<file path="config.mk">
export PLATFORM = sky130hd
export DESIGN_NAME = sctl_tag_ram
export DESIGN_NICKNAME = d
export VERILOG_FILES = /design/src/hdl/sctl_tag_ram.sv
export SDC_FILE = /design/constraint.sdc
export NUM_CORES = 2
export LEC_CHECK = 0
export ABC_AREA = 0
export BUFFER_PORTS_ARGS = -buffer_cell sky130_fd_sc_hd__buf_2
export CAP_MARGIN = 10
export CORE_MARGIN = 1.5
export CORE_UTILIZATION = 40
export DETAILED_ROUTE_END_ITERATION = 16
export HOLD_SLACK_MARGIN = 0.12
export PLACE_DENSITY_LB_ADDON = 0.08
export SLEW_MARGIN = 20
export SYNTH_ARGS = -nofsm -noshare
export SYNTH_HDL_FRONTEND = slang
export SYNTH_MEMORY_MAX_BITS = 65536
export SYNTH_SLANG_ARGS = --single-unit
export TNS_END_PERCENT = 30
</file>
<file path="constraint.sdc">
create_clock -name i_clk -period 6.8 [get_ports i_clk]
set_input_delay 0.34 -clock i_clk [delete_from_list [all_inputs] [get_ports i_clk]]
set_output_delay 0.34 -clock i_clk [all_outputs]
set_load 0.03 [all_outputs]
</file>
<file path="src/hdl/sctl_tag_ram.sv">
`default_nettype none
module sctl_tag_ram #(
    parameter int DEPTH_W = 7,
    parameter int DATA_W  = 33
) (
    input  wire logic              i_clk,
    input  wire logic [DEPTH_W-1:0] i_rd_addr,
    output logic      [DATA_W-1:0]  o_rd_data,
    input  wire logic              i_wr_en,
    input  wire logic [DEPTH_W-1:0] i_wr_addr,
    input  wire logic [DATA_W-1:0]  i_wr_data
);

    logic [DATA_W-1:0] r_mem [2**DEPTH_W];
    logic [DATA_W-1:0] r_rd_data;

    assign o_rd_data = r_rd_data;

    // One write port, one registered read port
    always_ff @(posedge i_clk) begin
        if (i_wr_en) begin
            r_mem[i_wr_addr] <= i_wr_data;
        end
        r_rd_data <= r_mem[i_rd_addr];
    end

endmodule
`default_nettype wire

</file>
==> impl_metrics.py <==
metrics = {
    "power": {
        "p_seq_share_pct": 51.6,
        "pwr-share-comb_pct": 5.3,
        "power_density_nw_per_um2": 304,
        "switchingPower_w": 0.0122,
        "irDropWorstVdd_mv": 0.235,
        "power.leakage_nw": 56.5,
        "p_int_w": 0.0441,
        "p_sw_share_pct": 21.7,
        "clkPwrFrac_pct": 43.1,
    },
    "synthesis": {
        "synth.distinct_cells": 16,
        "syn-instance-count": 6171,
        "avgSynthCellArea_um2": 26.1,
        "syn_nets": 6220,
        "syn_area_um2": 161000,
        "synth.ff_latch_count": 4257,
        "ys_warn_count": 0,
        "seq_area_frac_synth_pct": 79.1,
    },
    "timing": {
        "worst_pin_slew_ns": 1.18,
        "maxSlewHeadroom_pct": 20.8,
        "fmax_ghz": 0.307,
        "drv_slew": 0,
        "setup_viol": 0,
        "period_needed_ns": 3.25,
        "tns_ns": 0,
        "finalCritPeriodShare_pct": 47.8,
        "rsz0062_at_grt": "false",
        "hold_viol_final": 0,
        "finClkSkew_ns": 0.0666,
    },
    "cts": {
        "ctsHtreeMaxLevel": 5,
        "cts_buffers": 450,
        "clock_sinks": 4257,
        "clk_path_buf_depth": 4,
        "clkLatencyLatePin_ns": 1.00,
        "clkTransAtPathRegs_ns": 0.06,
        "cts_root_buf": "clkbuf_16",
        "cts_resized": 0,
        "cts_tree": "done",
        "post-cts-setup-buffer-count": 0,
    },
    "grt": {
        "grt_remaining_overflow": 0,
        "grt_max_degree": 107,
        "grt_pass1_wl_mm": 647,
        "grt_pass1_vias": 74500,
        "track_usage_pct": 23.4,
        "antenna_found_initial": 92,
    },
    "hold_path": {
        "hold_end": "o_rd_data[23]",
        "hold_depth": 3,
        "hold_path_class": "input pin to register",
        "min_from": "i_rd_addr[3]",
    },
    "setup_path": {
        "worstSetupPathType": "input pin to register",
        "critPathMaxFanout": 79,
        "cp-start-kind": "input pin",
        "reg2reg_depth": 4,
        "arrival_ns": 4.09,
        "reg2reg_to": "o_rd_data[9]",
        "regToRegSetupSlack_ns": 4.06,
        "cp-end-kind": "register",
        "worstReg2RegStart": "r_mem[93][9]",
        "crit_required_ns": 7.64,
    },
    "place": {
        "io_buffer_count": 81,
        "gp_congestion": 0.768,
        "dpl.hpwl_mm": 263,
        "place_area_um2": 170000,
    },
    "die": {
        "die_area_um2": 407000,
        "dieWidth_um": 638,
        "die_y_um": 638,
        "coreArea_um2": 400000,
        "start_util_pct": 40.3,
        "pin_count": 82,
        "fp-row-count": 232,
    },
    "job": {
        "cap_violations": 0,
    },
    "cells_and_area": {
        "stdcell_area_um2": 185000,
        "num-nets-final": 6724,
        "syn_to_final_growth_pct": 15.0,
        "mostFrequentLayoutCell": "edfxtp_1",
        "drive_gt1_share_pct": 35.8,
        "final_cell_mix": "edfxtp_1 (4224), mux4_2 (1386), clkbuf_16 (454), buf_4 (253), nor2_4 (119)",
    },
    "route": {
        "dr.first_iter.drc_count": 9290,
        "dr.pass1.iters": 5,
        "wl_per_cell_um": 38.7,
        "drc": 0,
        "ant_nets": 0,
        "vias": 73200,
        "vias_per_cell": 5.92,
        "routed_wl_mm": 479,
    },
    "status": {
        "run_status": "complete, no violations",
    },
}
[worst max-delay path: stages]
cell    delay, ns
buf_12       0.57
buf_12       0.34
buf_12       0.30
mux4_2       0.56
mux4_2       0.71
mux4_2       0.67
mux2_2       0.31
[per-stage QoR]
step                      cells  utilization (%)  worst slack, ns  power [W]  hold WS, ns
after detailed placement  11400             42.5             2.43     0.0327        0.800
after floorplan            6171                -             3.15     0.0310        0.439
after global placement    11400             42.5             2.43     0.0327        0.796
after global routing      12300             46.3             3.40     0.0580        0.182
final                     12400             46.3             3.55     0.0564        0.192
after CTS                 12300             46.3             3.52     0.0569        0.137
[metal layers]
| metal | share of wire, % | up-vias | GRT usage, % |
|---|---|---|---|
| met4 | 1.8 | 28 | 4.29 |
| li1 | - | 28300 | - |
| met5 | 0.035 | - | 0 |
| met2 | 48 | 2760 | 37.9 |
| met1 | 43 | 41700 | 33.9 |
| met3 | 7.2 | 443 | 4.15 |
[power groups by stage]
stage | registers, W | clock network (W) | logic [W]
after detailed placement | 0.0297 | 0 | 0.00303
after global placement | 0.0296 | 0 | 0.00300
final | 0.0291 | 0.0243 | 0.00301
after CTS | 0.0291 | 0.0248 | 0.00306
after global routing | 0.0291 | 0.0257 | 0.00314
after floorplan | 0.0296 | 0 | 0.00140
[cells in the mapped netlist]
cell type | count | share of area [%]
buf_1 | 46 | 0.11
nand2b_1 | 2 | 0.0078
nand2_1 | 14 | 0.033
clkbuf_1 | 184 | 0.43
edfxtp_1 | 4224 | 79
mux4_2 | 1386 | 19
dfxtp_1 | 33 | 0.41
mux2_2 | 33 | 0.23
nand4_1 | 3 | 0.012
nor2b_1 | 7 | 0.027
nand3_1 | 12 | 0.037
buf_6 | 1 | 0.0070
or3_1 | 1 | 0.0039
nor3_1 | 9 | 0.028
nor2_1 | 122 | 0.28
buf_2 | 94 | 0.29
[logic make-up after synthesis]
kind of cell | Yosys count | synth area share, %
flops | 4257 | 79.1
mux | 1419 | 19.6
buf+inv | 325 | 0.835
simple gates | 170 | 0.433
[final cells by class]
cell class / count / area (um2)
antenna: 48 / 120
clock buffer: 574 / 12000
clock inverter: 253 / 2550
fill: 32500 / 215000
multi-input combinational: 1589 / 33300
sequential: 4257 / 128000
tap: 5265 / 6590
timing repair buffer: 377 / 3340
[repair_timing]
action,4_1_cts,5_1_grt
hold buffers,39,0
setup endpoints to repair,0,0
endpoints found under the hold margin,1992,0
[sequential cells by signal, indices dropped and copies added (netlist names)]
signal and cells:
r_mem 4224, o_rd_data 33
[worst max path at each step]
stage | start | end | slack, ns | depth (start not counted)
after CTS | i_rd_addr[0] | o_rd_data[16] | 3.52 | 7
after detailed placement | i_rd_addr[0] | o_rd_data[16] | 2.43 | 7
after floorplan | i_wr_en | r_mem[98][0] | 3.15 | 3
after global placement | i_rd_addr[0] | o_rd_data[16] | 2.43 | 7
final | i_rd_addr[0] | o_rd_data[32] | 3.55 | 7
after global routing | i_rd_addr[0] | o_rd_data[16] | 3.40 | 7
No activity file was read; power rests on OpenSTA's default activity.
