<file path="src/hdl/sctl_pkg.sv">
`default_nettype none
package sctl_pkg;

    // Configuration port geometry
    localparam int CFG_ADDR_W = 4;
    localparam int CFG_DATA_W = 32;

    // Register indexes (paddr[3:2])
    localparam logic [1:0] REG_PLACEMENT  = 2'd0;
    localparam logic [1:0] REG_LINES_LOG2 = 2'd1;
    localparam logic [1:0] REG_WAYS_LOG2  = 2'd2;

    // Placement codes; the unused code behaves as direct mapped
    localparam logic [1:0] PLACE_DIRECT = 2'd0;
    localparam logic [1:0] PLACE_FULL   = 2'd1;
    localparam logic [1:0] PLACE_SET    = 2'd2;

    localparam int LOG_W = 3;

    localparam logic [1:0]       PLACEMENT_RST  = PLACE_DIRECT;
    localparam logic [LOG_W-1:0] LINES_LOG2_RST = 3'd6;
    localparam logic [LOG_W-1:0] WAYS_LOG2_RST  = 3'd1;

    // Stream payload geometry
    localparam int IN_TDATA_W  = 32;
    localparam int IN_TUSER_W  = 1;
    localparam int LINE_OUT_W  = 6;
    localparam int CNT_OUT_W   = 32;
    localparam int OUT_TDATA_W = 136;

    typedef struct packed {
        logic [1:0]       placement;
        logic [LOG_W-1:0] lines_log2;
        logic [LOG_W-1:0] ways_log2;
    } t_cfg;

    typedef enum logic [2:0] {
        ST_CLEAR,
        ST_IDLE,
        ST_SCAN,
        ST_FILL,
        ST_DONE
    } t_state;

endpackage
`default_nettype wire

</file>
<file path="src/hdl/sctl_cfg.sv">
`default_nettype none
module sctl_cfg (
    input  wire logic                           i_clk,
    input  wire logic                           i_rst_n,
    input  wire logic                           psel,
    input  wire logic                           penable,
    input  wire logic                           pwrite,
    input  wire logic [sctl_pkg::CFG_ADDR_W-1:0] paddr,
    input  wire logic [sctl_pkg::CFG_DATA_W-1:0] pwdata,
    output logic      [sctl_pkg::CFG_DATA_W-1:0] prdata,
    output logic                                pready,
    output sctl_pkg::t_cfg                      o_cfg
);
    import sctl_pkg::*;

    t_cfg r_cfg;
    logic w_wr;

    assign pready = 1'b1;
    assign w_wr   = psel & penable & pwrite;
    assign o_cfg  = r_cfg;

    // Write registers on the access cycle
    always_ff @(posedge i_clk) begin
        if (!i_rst_n) begin
            r_cfg.placement  <= PLACEMENT_RST;
            r_cfg.lines_log2 <= LINES_LOG2_RST;
            r_cfg.ways_log2  <= WAYS_LOG2_RST;
        end else if (w_wr) begin
            case (paddr[3:2])
                REG_PLACEMENT:  r_cfg.placement  <= pwdata[1:0];
                REG_LINES_LOG2: r_cfg.lines_log2 <= pwdata[LOG_W-1:0];
                REG_WAYS_LOG2:  r_cfg.ways_log2  <= pwdata[LOG_W-1:0];
                default: ;
            endcase
        end
    end

    // Read back
    always_comb begin
        prdata = '0;
        case (paddr[3:2])
            REG_PLACEMENT:  prdata = CFG_DATA_W'(r_cfg.placement);
            REG_LINES_LOG2: prdata = CFG_DATA_W'(r_cfg.lines_log2);
            REG_WAYS_LOG2:  prdata = CFG_DATA_W'(r_cfg.ways_log2);
            default:        prdata = '0;
        endcase
    end

endmodule
`default_nettype wire

</file>
<file path="config.mk">
export PLATFORM = sky130hd
export DESIGN_NAME = sctl_cfg
export DESIGN_NICKNAME = d
export VERILOG_FILES = /design/src/hdl/sctl_pkg.sv /design/src/hdl/sctl_cfg.sv
export SDC_FILE = /design/constraint.sdc
export NUM_CORES = 1
export LEC_CHECK = 0
export ABC_AREA = 1
export BUFFER_PORTS_ARGS = -buffer_cell sky130_fd_sc_hd__buf_2
export CORE_UTILIZATION = 33
export CTS_BUF_LIST = sky130_fd_sc_hd__clkbuf_4 sky130_fd_sc_hd__clkbuf_8
export CTS_CLUSTER_DIAMETER = 60
export DETAILED_ROUTE_END_ITERATION = 8
export GPL_TIMING_DRIVEN = 0
export PLACE_DENSITY = 0.82
export SLEW_MARGIN = 5
export SYNTH_ARGS = -nofsm -noshare
export SYNTH_HDL_FRONTEND = slang
export SYNTH_SLANG_ARGS = --single-unit
</file>
<file path="constraint.sdc">
create_clock -name i_clk -period 0.8 [get_ports i_clk]
set_clock_uncertainty 0.1 [all_clocks]
set_input_delay 0.04 -clock i_clk [delete_from_list [all_inputs] [get_ports i_clk]]
set_output_delay 0.04 -clock i_clk [all_outputs]
set_load 0.03 [all_outputs]
</file>
==> results_dict.tcl <==
set metrics [dict create \
    antenna_found_initial 0 \
    start_util_pct 36.3 \
    crit_chain "nand2_2, nand3_2, buf_6" \
    critPathKind "reg -> out" \
    gr-usage-all-layers_pct 13.2 \
    p_sw_mw 0.477 \
    cellLeakagePower_nw 0.636 \
    avgSynthCellArea_um2 6.47 \
    power_frac_seq_pct 33.4 \
    area.growth.synth_to_final_pct 69.4 \
    cts_buffers 3 \
    antenna_left 0 \
    critPathLaunchType "flip-flop" \
    setup_viol 13 \
    routed.top_layer "met4" \
    die-area_mm2 0.00214 \
    ys_seq_elements 8 \
    cts-root-buf "clkbuf_4" \
    die_x_um 46.3 \
    port_buffers 19 \
    holdBufCountCts 2 \
    fin_nets 201 \
    drive_gt1_share_pct 53.8 \
    drc 0 \
    path_clk_slew_ns 0.05 \
    swShare_pct 38.3 \
    critical_path_arrival_ns 0.87 \
    yosys.area_share.simple_pct 34.2 \
    overflow 0 \
    drt_iter0_drc 15 \
    p_int_mw 0.771 \
    maxCapViolCount 0 \
    netlist_instances 100 \
    first_pass_iters 4 \
    final.setup.tns_ns -1.82 \
    path_delay_family "flip-flops" \
    worst_slack_ns -0.214 \
    fin_area_mm2 0.00110 \
    power.clock.fraction_pct 24.7 \
    met1_length_um 555 \
    avgRoutedWirePerCell_um 8.39 \
    synth_area_um2 647 \
    vias 711 \
    yosysSeqAreaShare_pct 24.8 \
    gp_congestion 0.755 \
    diodes 0 \
    status "complete, but fails checks" \
    required_ns 0.66 \
    post_dp_cell_area_um2 901 \
    cellPowerDensity_mw_per_mm2 1140 \
    fin_crit_sh_pct 127 \
    synthAdderAreaFrac_pct 0 \
    cts_max_level 1 \
    clock_path_buffers 2 \
    fmax_mhz 986 \
    synth_cell_types 12 \
    clock-sinks 8 \
    routed_via_density 3.89 \
    r2r_setup_slack_ns -0.06 \
    cp_slowest_cell "dfxtp_2" \
    cts_tree "done" \
    routed_wl_mm 1.54 \
    crit_path_max_fanout 2 \
    fin_crit_ns 1.01 \
    largest_register_ffs 8 \
    die_h_um 46.3 \
    grt_start_max_net_pins 9 \
    synth_top_family_by_area "buffers and inverters" \
    wl_met3_um 116 \
    timing_hold_violations_final 8 \
    clk_latency_ns 0.25 \
    peakVddDrop_mv 0.557 \
    hold_class "in -> reg" \
    endpoint_kind "output port" \
    drv_slew 0 \
    synth_compound_area_share_pct 0.774 \
    synthMuxAreaShare_pct 0 \
    violations "negative hold slack, negative setup slack" \
    p_comb_share_pct 41.9 \
    pin_count 82 \
    ys.warnings.count 0 \
    rows 15 \
    grt_pass1_wl_mm 1.99 \
    cp.buffers_inverters 1 \
    wl_met2_um 799 \
    rsz0062_at_grt "true" \
    max_stage_delay_ns 0.34 \
    utilization_pct 61.5 \
    core_area_mm2 0.00178 \
    whs_ns -0.0731 \
    hpwl_mm 1.14 \
    synth_xor_area_share_pct 0 \
    first_global_vias 527 \
]
[worst min-delay path: stages]
cell and delay (ns):
buf_2 0.09, nand2_1 0.05, nand3_1 0.07
[power by group through the flow]
| stage | Sequential, mW | Combinational, mW | Clock (mW) |
|---|---|---|---|
| 3_5_place_dp | 0.424 | 0.463 | 0 |
| 5_1_grt | 0.417 | 0.559 | 0.341 |
| 3_3_place_gp | 0.424 | 0.458 | 0 |
| 6_report | 0.417 | 0.522 | 0.309 |
| 4_1_cts | 0.417 | 0.498 | 0.318 |
| 2_1_floorplan | 0.441 | 0.386 | 0 |
[layer usage]
| layer | GRT usage (%) | up-vias |
|---|---|---|
| li1 | - | 363 |
| met4 | 8.82 | 0 |
| met1 | 12.7 | 298 |
| met3 | 2.75 | 9 |
| met5 | 0 | - |
| met2 | 24.8 | 41 |
[synth_stat cells]
master   count  area, um2
buf_2        1       5.00
buf_4       30        225
conb_1       2       7.51
dfxtp_1      8        160
inv_1        5       18.8
inv_2        1       3.75
nand2_1     24       90.1
nand3_1     11       55.1
nor2_1      14       52.6
nor2_2       2       12.5
nor2_4       1       11.3
o21ai_0      1       5.00
[metrics by stage]
step / setup WS, ns / std cells / total power, mW / hold WS [ns]
after CTS: -0.211 / 179 / 1.23 / -0.0724
after floorplan: 0.00492 / 128 / 0.827 / 0.0661
final: -0.214 / 183 / 1.25 / -0.0731
after global placement: -0.110 / 172 / 0.882 / 0.171
after detailed placement: -0.134 / 172 / 0.887 / 0.182
after global routing: -0.255 / 183 / 1.32 / -0.0500
[worst paths after layout]
| check | startpoint | end | depth (start not counted) |
|---|---|---|---|
| worst max-delay path | o_cfg[3]$_SDFFE_PN0P_ | prdata[0] | 3 |
| worst min-delay path | pwdata[1] | o_cfg[4]$_SDFFE_PN1P_ | 3 |
| worst max register to register | o_cfg[7]$_SDFFE_PN0P_ | o_cfg[7]$_SDFFE_PN0P_ | 4 |
| worst min register to register | o_cfg[4]$_SDFFE_PN1P_ | o_cfg[4]$_SDFFE_PN1P_ | 2 |
[final cells by class]
type	count	area [um2]
multi-input combinational	83	384
timing repair buffer	27	235
tap	25	31.3
fill	160	687
clock buffer	3	22.5
sequential	8	170
buffer	31	230
inverter	6	22.5
[kinds of logic (layout without fill, tap and decap cells)]
| kind of cell | after synthesis | after routing |
|---|---|---|
| and+or+nand+nor | 52 | 52 |
| buffers and inverters | 37 | 67 |
| DFF | 8 | 8 |
| other | 2 | 30 |
| AOI/OAI and AO/OA | 1 | 1 |
[timing repair]
| action | in CTS | in global routing |
|---|---|---|
| endpoints found under the hold margin | 8 | 7 |
| buffers inserted | 2 | 6 |
| setup endpoints to repair | 11 | 15 |
| pin swaps | 2 | 8 |
| gates resized for setup | 19 | 19 |
[cells in the final DEF, fill, tap and decap left out]
cell type  netlist  final
dfxtp_2          0      8
nor2_2           2      4
buf_4           30     34
nor2_4           1      3
conb_1           2     30
nand2_2          0      6
nand3_1         11      9
nand2_1         24     18
clkbuf_4         0      4
nand3_2          0      2
buf_6            0     14
inv_2            1      1
o21ai_0          1      1
nor2_1          14     10
buf_2            1      9
inv_1            5      5
(Power assumes the default switching activity.)
