## config.mk

```make
export PLATFORM = sky130hd
export DESIGN_NAME = sctl_ctrl
export DESIGN_NICKNAME = d
export VERILOG_FILES = /design/src/hdl/sctl_pkg.sv /design/src/hdl/sctl_ctrl.sv
export SDC_FILE = /design/constraint.sdc
export NUM_CORES = 1
export LEC_CHECK = 0
export ABC_AREA = 0
export ABC_CLOCK_PERIOD_IN_PS = 9100
export BUFFER_PORTS_ARGS = -buffer_cell sky130_fd_sc_hd__buf_2
export CAP_MARGIN = 5
export CORE_AREA = 2 2 131 229
export CTS_CLUSTER_SIZE = 10
export DETAILED_ROUTE_END_ITERATION = 7
export DIE_AREA = 0 0 133 231
export PLACE_DENSITY_LB_ADDON = 0.12
export SYNTH_ARGS = -nofsm -noshare
export SYNTH_HDL_FRONTEND = slang
export SYNTH_SLANG_ARGS = --single-unit
```

## constraint.sdc

```tcl
create_clock -name i_clk -period 9.1 [get_ports i_clk]
set_input_delay 0.455 -clock i_clk [delete_from_list [all_inputs] [get_ports i_clk]]
set_output_delay 0.455 -clock i_clk [all_outputs]
set_load 0.01 [all_outputs]
```

## src/hdl/sctl_pkg.sv

```systemverilog
`default_nettype none
package sctl_pkg;

    // Configuration port geometry
    localparam int CFG_ADDR_W = 4;
    localparam int CFG_DATA_W = 32;

    // Register indexes (paddr[3:2])
    localparam logic [1:0] REG_PLACEMENT  = 2'd0;
    localparam logic [1:0] REG_LINES_LOG2 = 2'd1;
    localparam logic [1:0] REG_WAYS_LOG2  = 2'd2;

    // Placement codes; the unused code behaves as direct mapped
    localparam logic [1:0] PLACE_DIRECT = 2'd0;
    localparam logic [1:0] PLACE_FULL   = 2'd1;
    localparam logic [1:0] PLACE_SET    = 2'd2;

    localparam int LOG_W = 3;

    localparam logic [1:0]       PLACEMENT_RST  = PLACE_DIRECT;
    localparam logic [LOG_W-1:0] LINES_LOG2_RST = 3'd6;
    localparam logic [LOG_W-1:0] WAYS_LOG2_RST  = 3'd1;

    // Stream payload geometry
    localparam int IN_TDATA_W  = 32;
    localparam int IN_TUSER_W  = 1;
    localparam int LINE_OUT_W  = 6;
    localparam int CNT_OUT_W   = 32;
    localparam int OUT_TDATA_W = 136;

    typedef struct packed {
        logic [1:0]       placement;
        logic [LOG_W-1:0] lines_log2;
        logic [LOG_W-1:0] ways_log2;
    } t_cfg;

    typedef enum logic [2:0] {
        ST_CLEAR,
        ST_IDLE,
        ST_SCAN,
        ST_FILL,
        ST_DONE
    } t_state;

endpackage
`default_nettype wire

```

## src/hdl/sctl_ctrl.sv

```systemverilog
`default_nettype none
module sctl_ctrl #(
    parameter int ADDRESS_BITS = 32,
    parameter int LINE_W       = 6
) (
    input  wire logic                            i_clk,
    input  wire logic                            i_rst_n,
    input  wire sctl_pkg::t_cfg                  i_cfg,
    input  wire logic                            i_in_valid,
    output logic                                 o_in_ready,
    input  wire logic                            i_in_store,
    input  wire logic [ADDRESS_BITS-1:0]         i_in_addr,
    output logic                                 o_out_valid,
    input  wire logic                            i_out_ready,
    output logic      [sctl_pkg::OUT_TDATA_W-1:0] o_out_data,
    output logic      [LINE_W:0]                 o_ram_rd_addr,
    input  wire logic [ADDRESS_BITS:0]           i_ram_rd_data,
    output logic                                 o_ram_wr_en,
    output logic      [LINE_W:0]                 o_ram_wr_addr,
    output logic      [ADDRESS_BITS:0]           o_ram_wr_data
);
    import sctl_pkg::*;

    localparam int CNT_W = LINE_W + 1;
    localparam logic [LOG_W-1:0] MAXL = LOG_W'(LINE_W);

    t_state                  r_state, n_state;
    logic [LINE_W:0]         r_clr, n_clr;
    logic                    r_store, n_store;
    logic [ADDRESS_BITS-1:0] r_addr, n_addr;
    logic [ADDRESS_BITS-1:0] r_mask, n_mask;
    logic [LOG_W-1:0]        r_bits, n_bits;
    logic [LINE_W-1:0]       r_rd_idx, n_rd_idx;
    logic [LINE_W-1:0]       r_cmp_idx, n_cmp_idx;
    logic                    r_cmp_vld, n_cmp_vld;
    logic [CNT_W-1:0]        r_left, n_left;
    logic [LINE_W-1:0]       r_victim, n_victim;
    logic [LINE_W-1:0]       r_line, n_line;
    logic                    r_hit, n_hit;
    logic [CNT_OUT_W-1:0]    r_acc, n_acc;
    logic [CNT_OUT_W-1:0]    r_hits, n_hits;
    logic [CNT_OUT_W-1:0]    r_misses, n_misses;
    logic                    r_out_valid, n_out_valid;
    logic [OUT_TDATA_W-1:0]  r_out_data, n_out_data;

    logic [LOG_W-1:0]        w_llog, w_wlog, w_bits;
    logic [LINE_W-1:0]       w_lmask, w_wmask, w_set, w_start, w_victim;
    logic [CNT_W-1:0]        w_count;
    logic                    w_match;
    logic [CNT_OUT_W-1:0]    w_acc1, w_hits1, w_misses1;

    assign o_in_ready  = (r_state == ST_IDLE);
    assign o_out_valid = r_out_valid;
    assign o_out_data  = r_out_data;
    assign o_ram_rd_addr = {r_store, r_rd_idx};

    // Clamp the geometry and work out the search window for a new access
    always_comb begin
        w_llog  = (i_cfg.lines_log2 > MAXL) ? MAXL : i_cfg.lines_log2;
        w_wlog  = (i_cfg.ways_log2 > w_llog) ? w_llog : i_cfg.ways_log2;
        w_lmask = ~({LINE_W{1'b1}} << w_llog);
        w_wmask = ~({LINE_W{1'b1}} << w_wlog);
        w_bits  = '0;
        w_set   = '0;
        w_start = '0;
        w_count = CNT_W'(1);
        w_victim = '0;
        case (i_cfg.placement)
            PLACE_FULL: begin
                w_bits   = '0;
                w_start  = '0;
                w_count  = CNT_W'(1) << w_llog;
                w_victim = r_acc[LINE_W-1:0] & w_lmask;
            end
            PLACE_SET: begin
                w_bits   = w_llog - w_wlog;
                w_set    = i_in_addr[LINE_W-1:0] & ~({LINE_W{1'b1}} << w_bits);
                w_start  = w_set << w_wlog;
                w_count  = CNT_W'(1) << w_wlog;
                w_victim = w_start | (r_acc[LINE_W-1:0] & w_wmask);
            end
            default: begin
                w_bits   = w_llog;
                w_start  = i_in_addr[LINE_W-1:0] & w_lmask;
                w_count  = CNT_W'(1);
                w_victim = w_start;
            end
        endcase
    end

    // Shared tag comparator: valid bit and address above the index bits
    assign w_match = r_cmp_vld & i_ram_rd_data[ADDRESS_BITS]
                   & (((i_ram_rd_data[ADDRESS_BITS-1:0] ^ r_addr) & r_mask) == '0);

    assign w_acc1    = r_acc + 1'b1;
    assign w_hits1   = r_hits + CNT_OUT_W'(r_hit);
    assign w_misses1 = r_misses + CNT_OUT_W'(!r_hit);

    // Sequencer
    always_comb begin
        n_state     = r_state;
        n_clr       = r_clr;
        n_store     = r_store;
        n_addr      = r_addr;
        n_mask      = r_mask;
        n_bits      = r_bits;
        n_rd_idx    = r_rd_idx;
        n_cmp_idx   = r_cmp_idx;
        n_cmp_vld   = r_cmp_vld;
        n_left      = r_left;
        n_victim    = r_victim;
        n_line      = r_line;
        n_hit       = r_hit;
        n_acc       = r_acc;
        n_hits      = r_hits;
        n_misses    = r_misses;
        n_out_valid = r_out_valid;
        n_out_data  = r_out_data;
        o_ram_wr_en   = 1'b0;
        o_ram_wr_addr = {r_store, r_line};
        o_ram_wr_data = {1'b1, r_addr};

        // Drop the result once the beat is taken
        if (r_out_valid && i_out_ready) begin
            n_out_valid = 1'b0;
        end

        case (r_state)
            ST_CLEAR: begin
                o_ram_wr_en   = 1'b1;
                o_ram_wr_addr = r_clr;
                o_ram_wr_data = '0;
                n_clr         = r_clr + 1'b1;
                if (&r_clr) begin
                    n_state = ST_IDLE;
                end
            end
            ST_IDLE: begin
                if (i_in_valid) begin
                    n_store   = i_in_store;
                    n_addr    = i_in_addr;
                    n_bits    = w_bits;
                    n_mask    = {ADDRESS_BITS{1'b1}} << w_bits;
                    n_rd_idx  = w_start;
                    n_left    = w_count;
                    n_victim  = w_victim;
                    n_cmp_vld = 1'b0;
                    n_hit     = 1'b0;
                    n_state   = ST_SCAN;
                end
            end
            ST_SCAN: begin
                // Issue one read per cycle, compare the line from the previous read
                n_cmp_idx = r_rd_idx;
                n_cmp_vld = (r_left != '0);
                if (r_left != '0) begin
                    n_rd_idx = r_rd_idx + 1'b1;
                    n_left   = r_left - 1'b1;
                end
                if (w_match) begin
                    n_hit     = 1'b1;
                    n_line    = r_cmp_idx;
                    n_cmp_vld = 1'b0;
                    n_state   = ST_DONE;
                end else if (r_cmp_vld && (r_left == '0)) begin
                    n_hit     = 1'b0;
                    n_line    = r_victim;
                    n_cmp_vld = 1'b0;
                    n_state   = ST_FILL;
                end
            end
            ST_FILL: begin
                o_ram_wr_en = 1'b1;
                n_state     = ST_DONE;
            end
            ST_DONE: begin
                // Hold until the output register is free
                if (!r_out_valid || i_out_ready) begin
                    n_acc       = w_acc1;
                    n_hits      = w_hits1;
                    n_misses    = w_misses1;
                    n_out_valid = 1'b1;
                    n_out_data  = {1'b0, w_acc1, w_misses1, w_hits1,
                                   CNT_OUT_W'(r_addr >> r_bits),
                                   LINE_OUT_W'(r_line), r_hit};
                    n_state     = ST_IDLE;
                end
            end
            default: begin
                n_state = ST_IDLE;
            end
        endcase
    end

    // Control registers
    always_ff @(posedge i_clk) begin
        if (!i_rst_n) begin
            r_state     <= ST_CLEAR;
            r_clr       <= '0;
            r_cmp_vld   <= 1'b0;
            r_left      <= '0;
            r_acc       <= '0;
            r_hits      <= '0;
            r_misses    <= '0;
            r_out_valid <= 1'b0;
        end else begin
            r_state     <= n_state;
            r_clr       <= n_clr;
            r_cmp_vld   <= n_cmp_vld;
            r_left      <= n_left;
            r_acc       <= n_acc;
            r_hits      <= n_hits;
            r_misses    <= n_misses;
            r_out_valid <= n_out_valid;
        end
    end

    // Payload registers
    always_ff @(posedge i_clk) begin
        r_store    <= n_store;
        r_addr     <= n_addr;
        r_mask     <= n_mask;
        r_bits     <= n_bits;
        r_rd_idx   <= n_rd_idx;
        r_cmp_idx  <= n_cmp_idx;
        r_victim   <= n_victim;
        r_line     <= n_line;
        r_hit      <= n_hit;
        r_out_data <= n_out_data;
    end

endmodule
`default_nettype wire

```

==> flow_summary.toml <==
[power]
clockPowerShare_pct = 31.9
p_per_area_nw_per_um2 = 230.0
p_seq_share_pct = 44.0
p_leak_nw = 7.124
switchingPower_mw = 1.336
combPwrFrac_pct = 24.1
power_mw = 4.230
switching_share_pct = 31.58
p_int_mw = 2.894
ir_drop_mv = 0.1831

[synthesis]
async_reset_ff_share_pct = 0
ys_ff_latch = 318
synthesis.area_um2 = 15740
synth.area.top_cells = "edfxtp_1, dfxtp_1, xor2_1"
yosys_warnings = 0
synth_top_cell_area_share_pct = 38.73
synth_seq_area_share_pct = 53.36
synth_top_area_cell = "edfxtp_1"
synth_ff_type = "edfxtp_1"
syn_nets = 1578
synth_cell_types = 78
yosys-top-cells-count = "edfxtp_1, nand2_1, nor2_1"
avgSynthCellArea_um2 = 10.60
synthCells = 1485
synth.most_common_cell = "edfxtp_1"
synth-edff-count = 203

[setup_path]
crit_type = "input pin to flop"
max_stage_delay_ns = 0.47
cp_max_fo = 14
reg2reg_to = "r_misses[29]$_SDFFE_PN0P_"
slowest_stage = "a21oi_1"
rr_worst_depth = 7
worstPathRequired_ns = 9.33
r2r_start = "r_state[0]$_SDFFE_PN0P_"
end_kind = "flop"
start_kind = "input pin"
cp.depth = 16
crit_arrival_ns = 4.56
cp-startpoint = "i_cfg[5]"
crit_path_cell_trace = "buf_2 > inv_1 > ha_1 > a21oi_1 > a21o_1 > nand2_1 > inv_1 > ha_1 > inv_1 > ha_1 > nor4b_2 > a21oi_1 > o211ai_2 > o211ai_1 > a211oi_1 > a311oi_1"
path_buf_inv = 4
cp_top_family = "compound AO/OA/AOI/OAI gates"
r2r_slack_ns = 6.00
setup.worst_path.end = "r_rd_idx[5]$_DFFE_PP_"

[timing]
fmax_mhz = 230.7
fin_crit_sh_pct = 47.63
skew_ns = 0.02362
rsz0062_at_grt = "false"
holdWs_ns = 0.1039
max_slew.worst_pin.slew_ns = 1.054
min_period_ns = 4.335
slew_viol_final = 0
final.setup.tns_ns = 0
final-setup-viol-count = 0
finalHoldViolCount = 0
slew_headroom_pct = 29.76

[route]
routed_wl_mm = 38.91
vias_per_cell = 5.627
route.detailed.drc = 0
ant_nets = 0
dr.pass1.iters = 5
vias = 11990
wl_per_cell_um = 18.26
drtIter0Drc = 714

[clocking]
clk_pin_slew_ns = 0.05
cts_buffers = 37
clk_latency_ns = 0.54
htree_levels = 2
clk_path_buf_depth = 3
cts_num_sinks = 318
cts-root-buf = "clkbuf_16"
cts-resized-gates = 0
cts_tree = "done"
ctsHoldBuffers = 0
cts_setup_buffers = 0

[hold_path]
hp-class = "input pin to flop"

[layout]
multi_input_area_um2 = 6909
fin_nets = 1814
syn_to_final_growth_pct = 16.83
post_route_cells_drive_above_1_share_pct = 22.18
diodes = 0
seq_area_um2 = 8398
fillerInstances = 2439

[floorplan]
start_util_pct = 54.32
die_h_um = 231
num_rows = 83
die_w_um = 133
num_io_pins = 264
coreArea_um2 = 28970
dieArea_um2 = 30720

[place]
globalplace.congestion = 0.8954
hpwl_mm = 27.87
port_buffers = 262

[global_route]
grt_use_total_pct = 24.89
grt_max_degree = 122
first_global_vias = 11430
grt_pass1_wl_mm = 60.42
grt_overflow_total = 0
antenna_found_initial = 0

[outcome]
outcome = "completed"

[flow_run]
maxCapViolations = 0
## final cells by class
| class | instances | share of cell area, % |
|---|---|---|
| Sequential cell | 318 | 45.68 |
| Multi-Input combinational cell | 1060 | 37.58 |
| Timing Repair Buffer | 272 | 7.540 |
| Clock buffer | 65 | 5.723 |
| Tap cell | 382 | 2.600 |
| Inverter | 32 | 0.6873 |
| Clock inverter | 2 | 0.1973 |
## stage by stage
stage                     setup WS (ns)  instances  instance area (um2)  utilization, %
final                             4.765       2131                18390           63.46
after floorplan                   3.257       1485                15740               -
after CTS                         4.877       2131                18390           63.46
after detailed placement          4.336       2064                17300           59.70
after global placement            4.400       2064                17300           59.70
after global routing              4.560       2131                18390           63.46
## routing by layer
layer / GRT usage [%] / share of wire (%) / wire length (um)
met5: 0 / 0 / 0
met4: 10.05 / 3.8 / 1475
met3: 3.469 / 4.6 / 1801
met2: 47.02 / 54 / 21140
met1: 27.82 / 37 / 14490
## cells by family (layout without fill, tap and decap cells)
group	count (synthesis)	count (layout)	share of synthesized area, %
AND/OR/NAND/NOR	582	582	18.62
adder cells (fa/ha/maj)	15	15	1.193
other	1	1	0.02383
XOR/XNOR	193	193	10.74
buffers and inverters	107	371	2.799
AO/OA/AOI/OAI	212	212	8.300
multiplexers	57	57	4.961
flip-flops	318	318	53.36
## worst min-delay path by stage
stage | start | to | slack, ns | cells past startpoint
6_report | i_in_addr[11] | r_addr[11]$_DFFE_PP_ | 0.10 | 1
5_1_grt | i_in_addr[30] | r_addr[30]$_DFFE_PP_ | 0.09 | 1
4_1_cts | i_in_addr[15] | r_addr[15]$_DFFE_PP_ | 0.08 | 1
3_5_place_dp | r_line[4]$_DFFE_PP_ | o_out_data[5]$_DFFE_PP_ | 0.43 | 0
3_3_place_gp | r_line[4]$_DFFE_PP_ | o_out_data[5]$_DFFE_PP_ | 0.43 | 0
2_1_floorplan | r_line[0]$_DFFE_PP_ | o_out_data[1]$_DFFE_PP_ | 0.43 | 0
## flip-flops by register name (all words and copies together) (netlist names), 3 cells and up
name        flops
r_cmp_idx       6
r_addr         32
r_rd_idx        6
r_line          6
r_hits         32
r_misses       32
r_clr           7
o_out_data    135
r_state         3
r_left          7
r_mask          7
r_victim        6
r_acc          32
r_bits          3
## power by group through the flow
| stage | Combinational [mW] | Sequential, mW | Clock, mW |
|---|---|---|---|
| 2_1_floorplan | 0.572 | 1.95 | 0 |
| 3_3_place_gp | 1.01 | 1.89 | 0 |
| 3_5_place_dp | 1.02 | 1.89 | 0 |
| 4_1_cts | 1.03 | 1.86 | 1.38 |
| 5_1_grt | 1.10 | 1.88 | 1.43 |
| 6_report | 1.02 | 1.86 | 1.35 |
## placed cells by master (no fill, tap or decap), types with 28 or more instances in the layout
master       n
a21oi_1     71
buf_2      262
clkbuf_16   38
dfxtp_1    115
edfxtp_1   203
inv_1       28
mux2_2      28
nand2_1    171
nand3_1     55
nand4_1     28
nor2_1     143
nor2b_1     34
o21ai_0     57
or3_1       37
xnor2_1     65
xor2_1     128
Power figures use the tool's default switching activity.
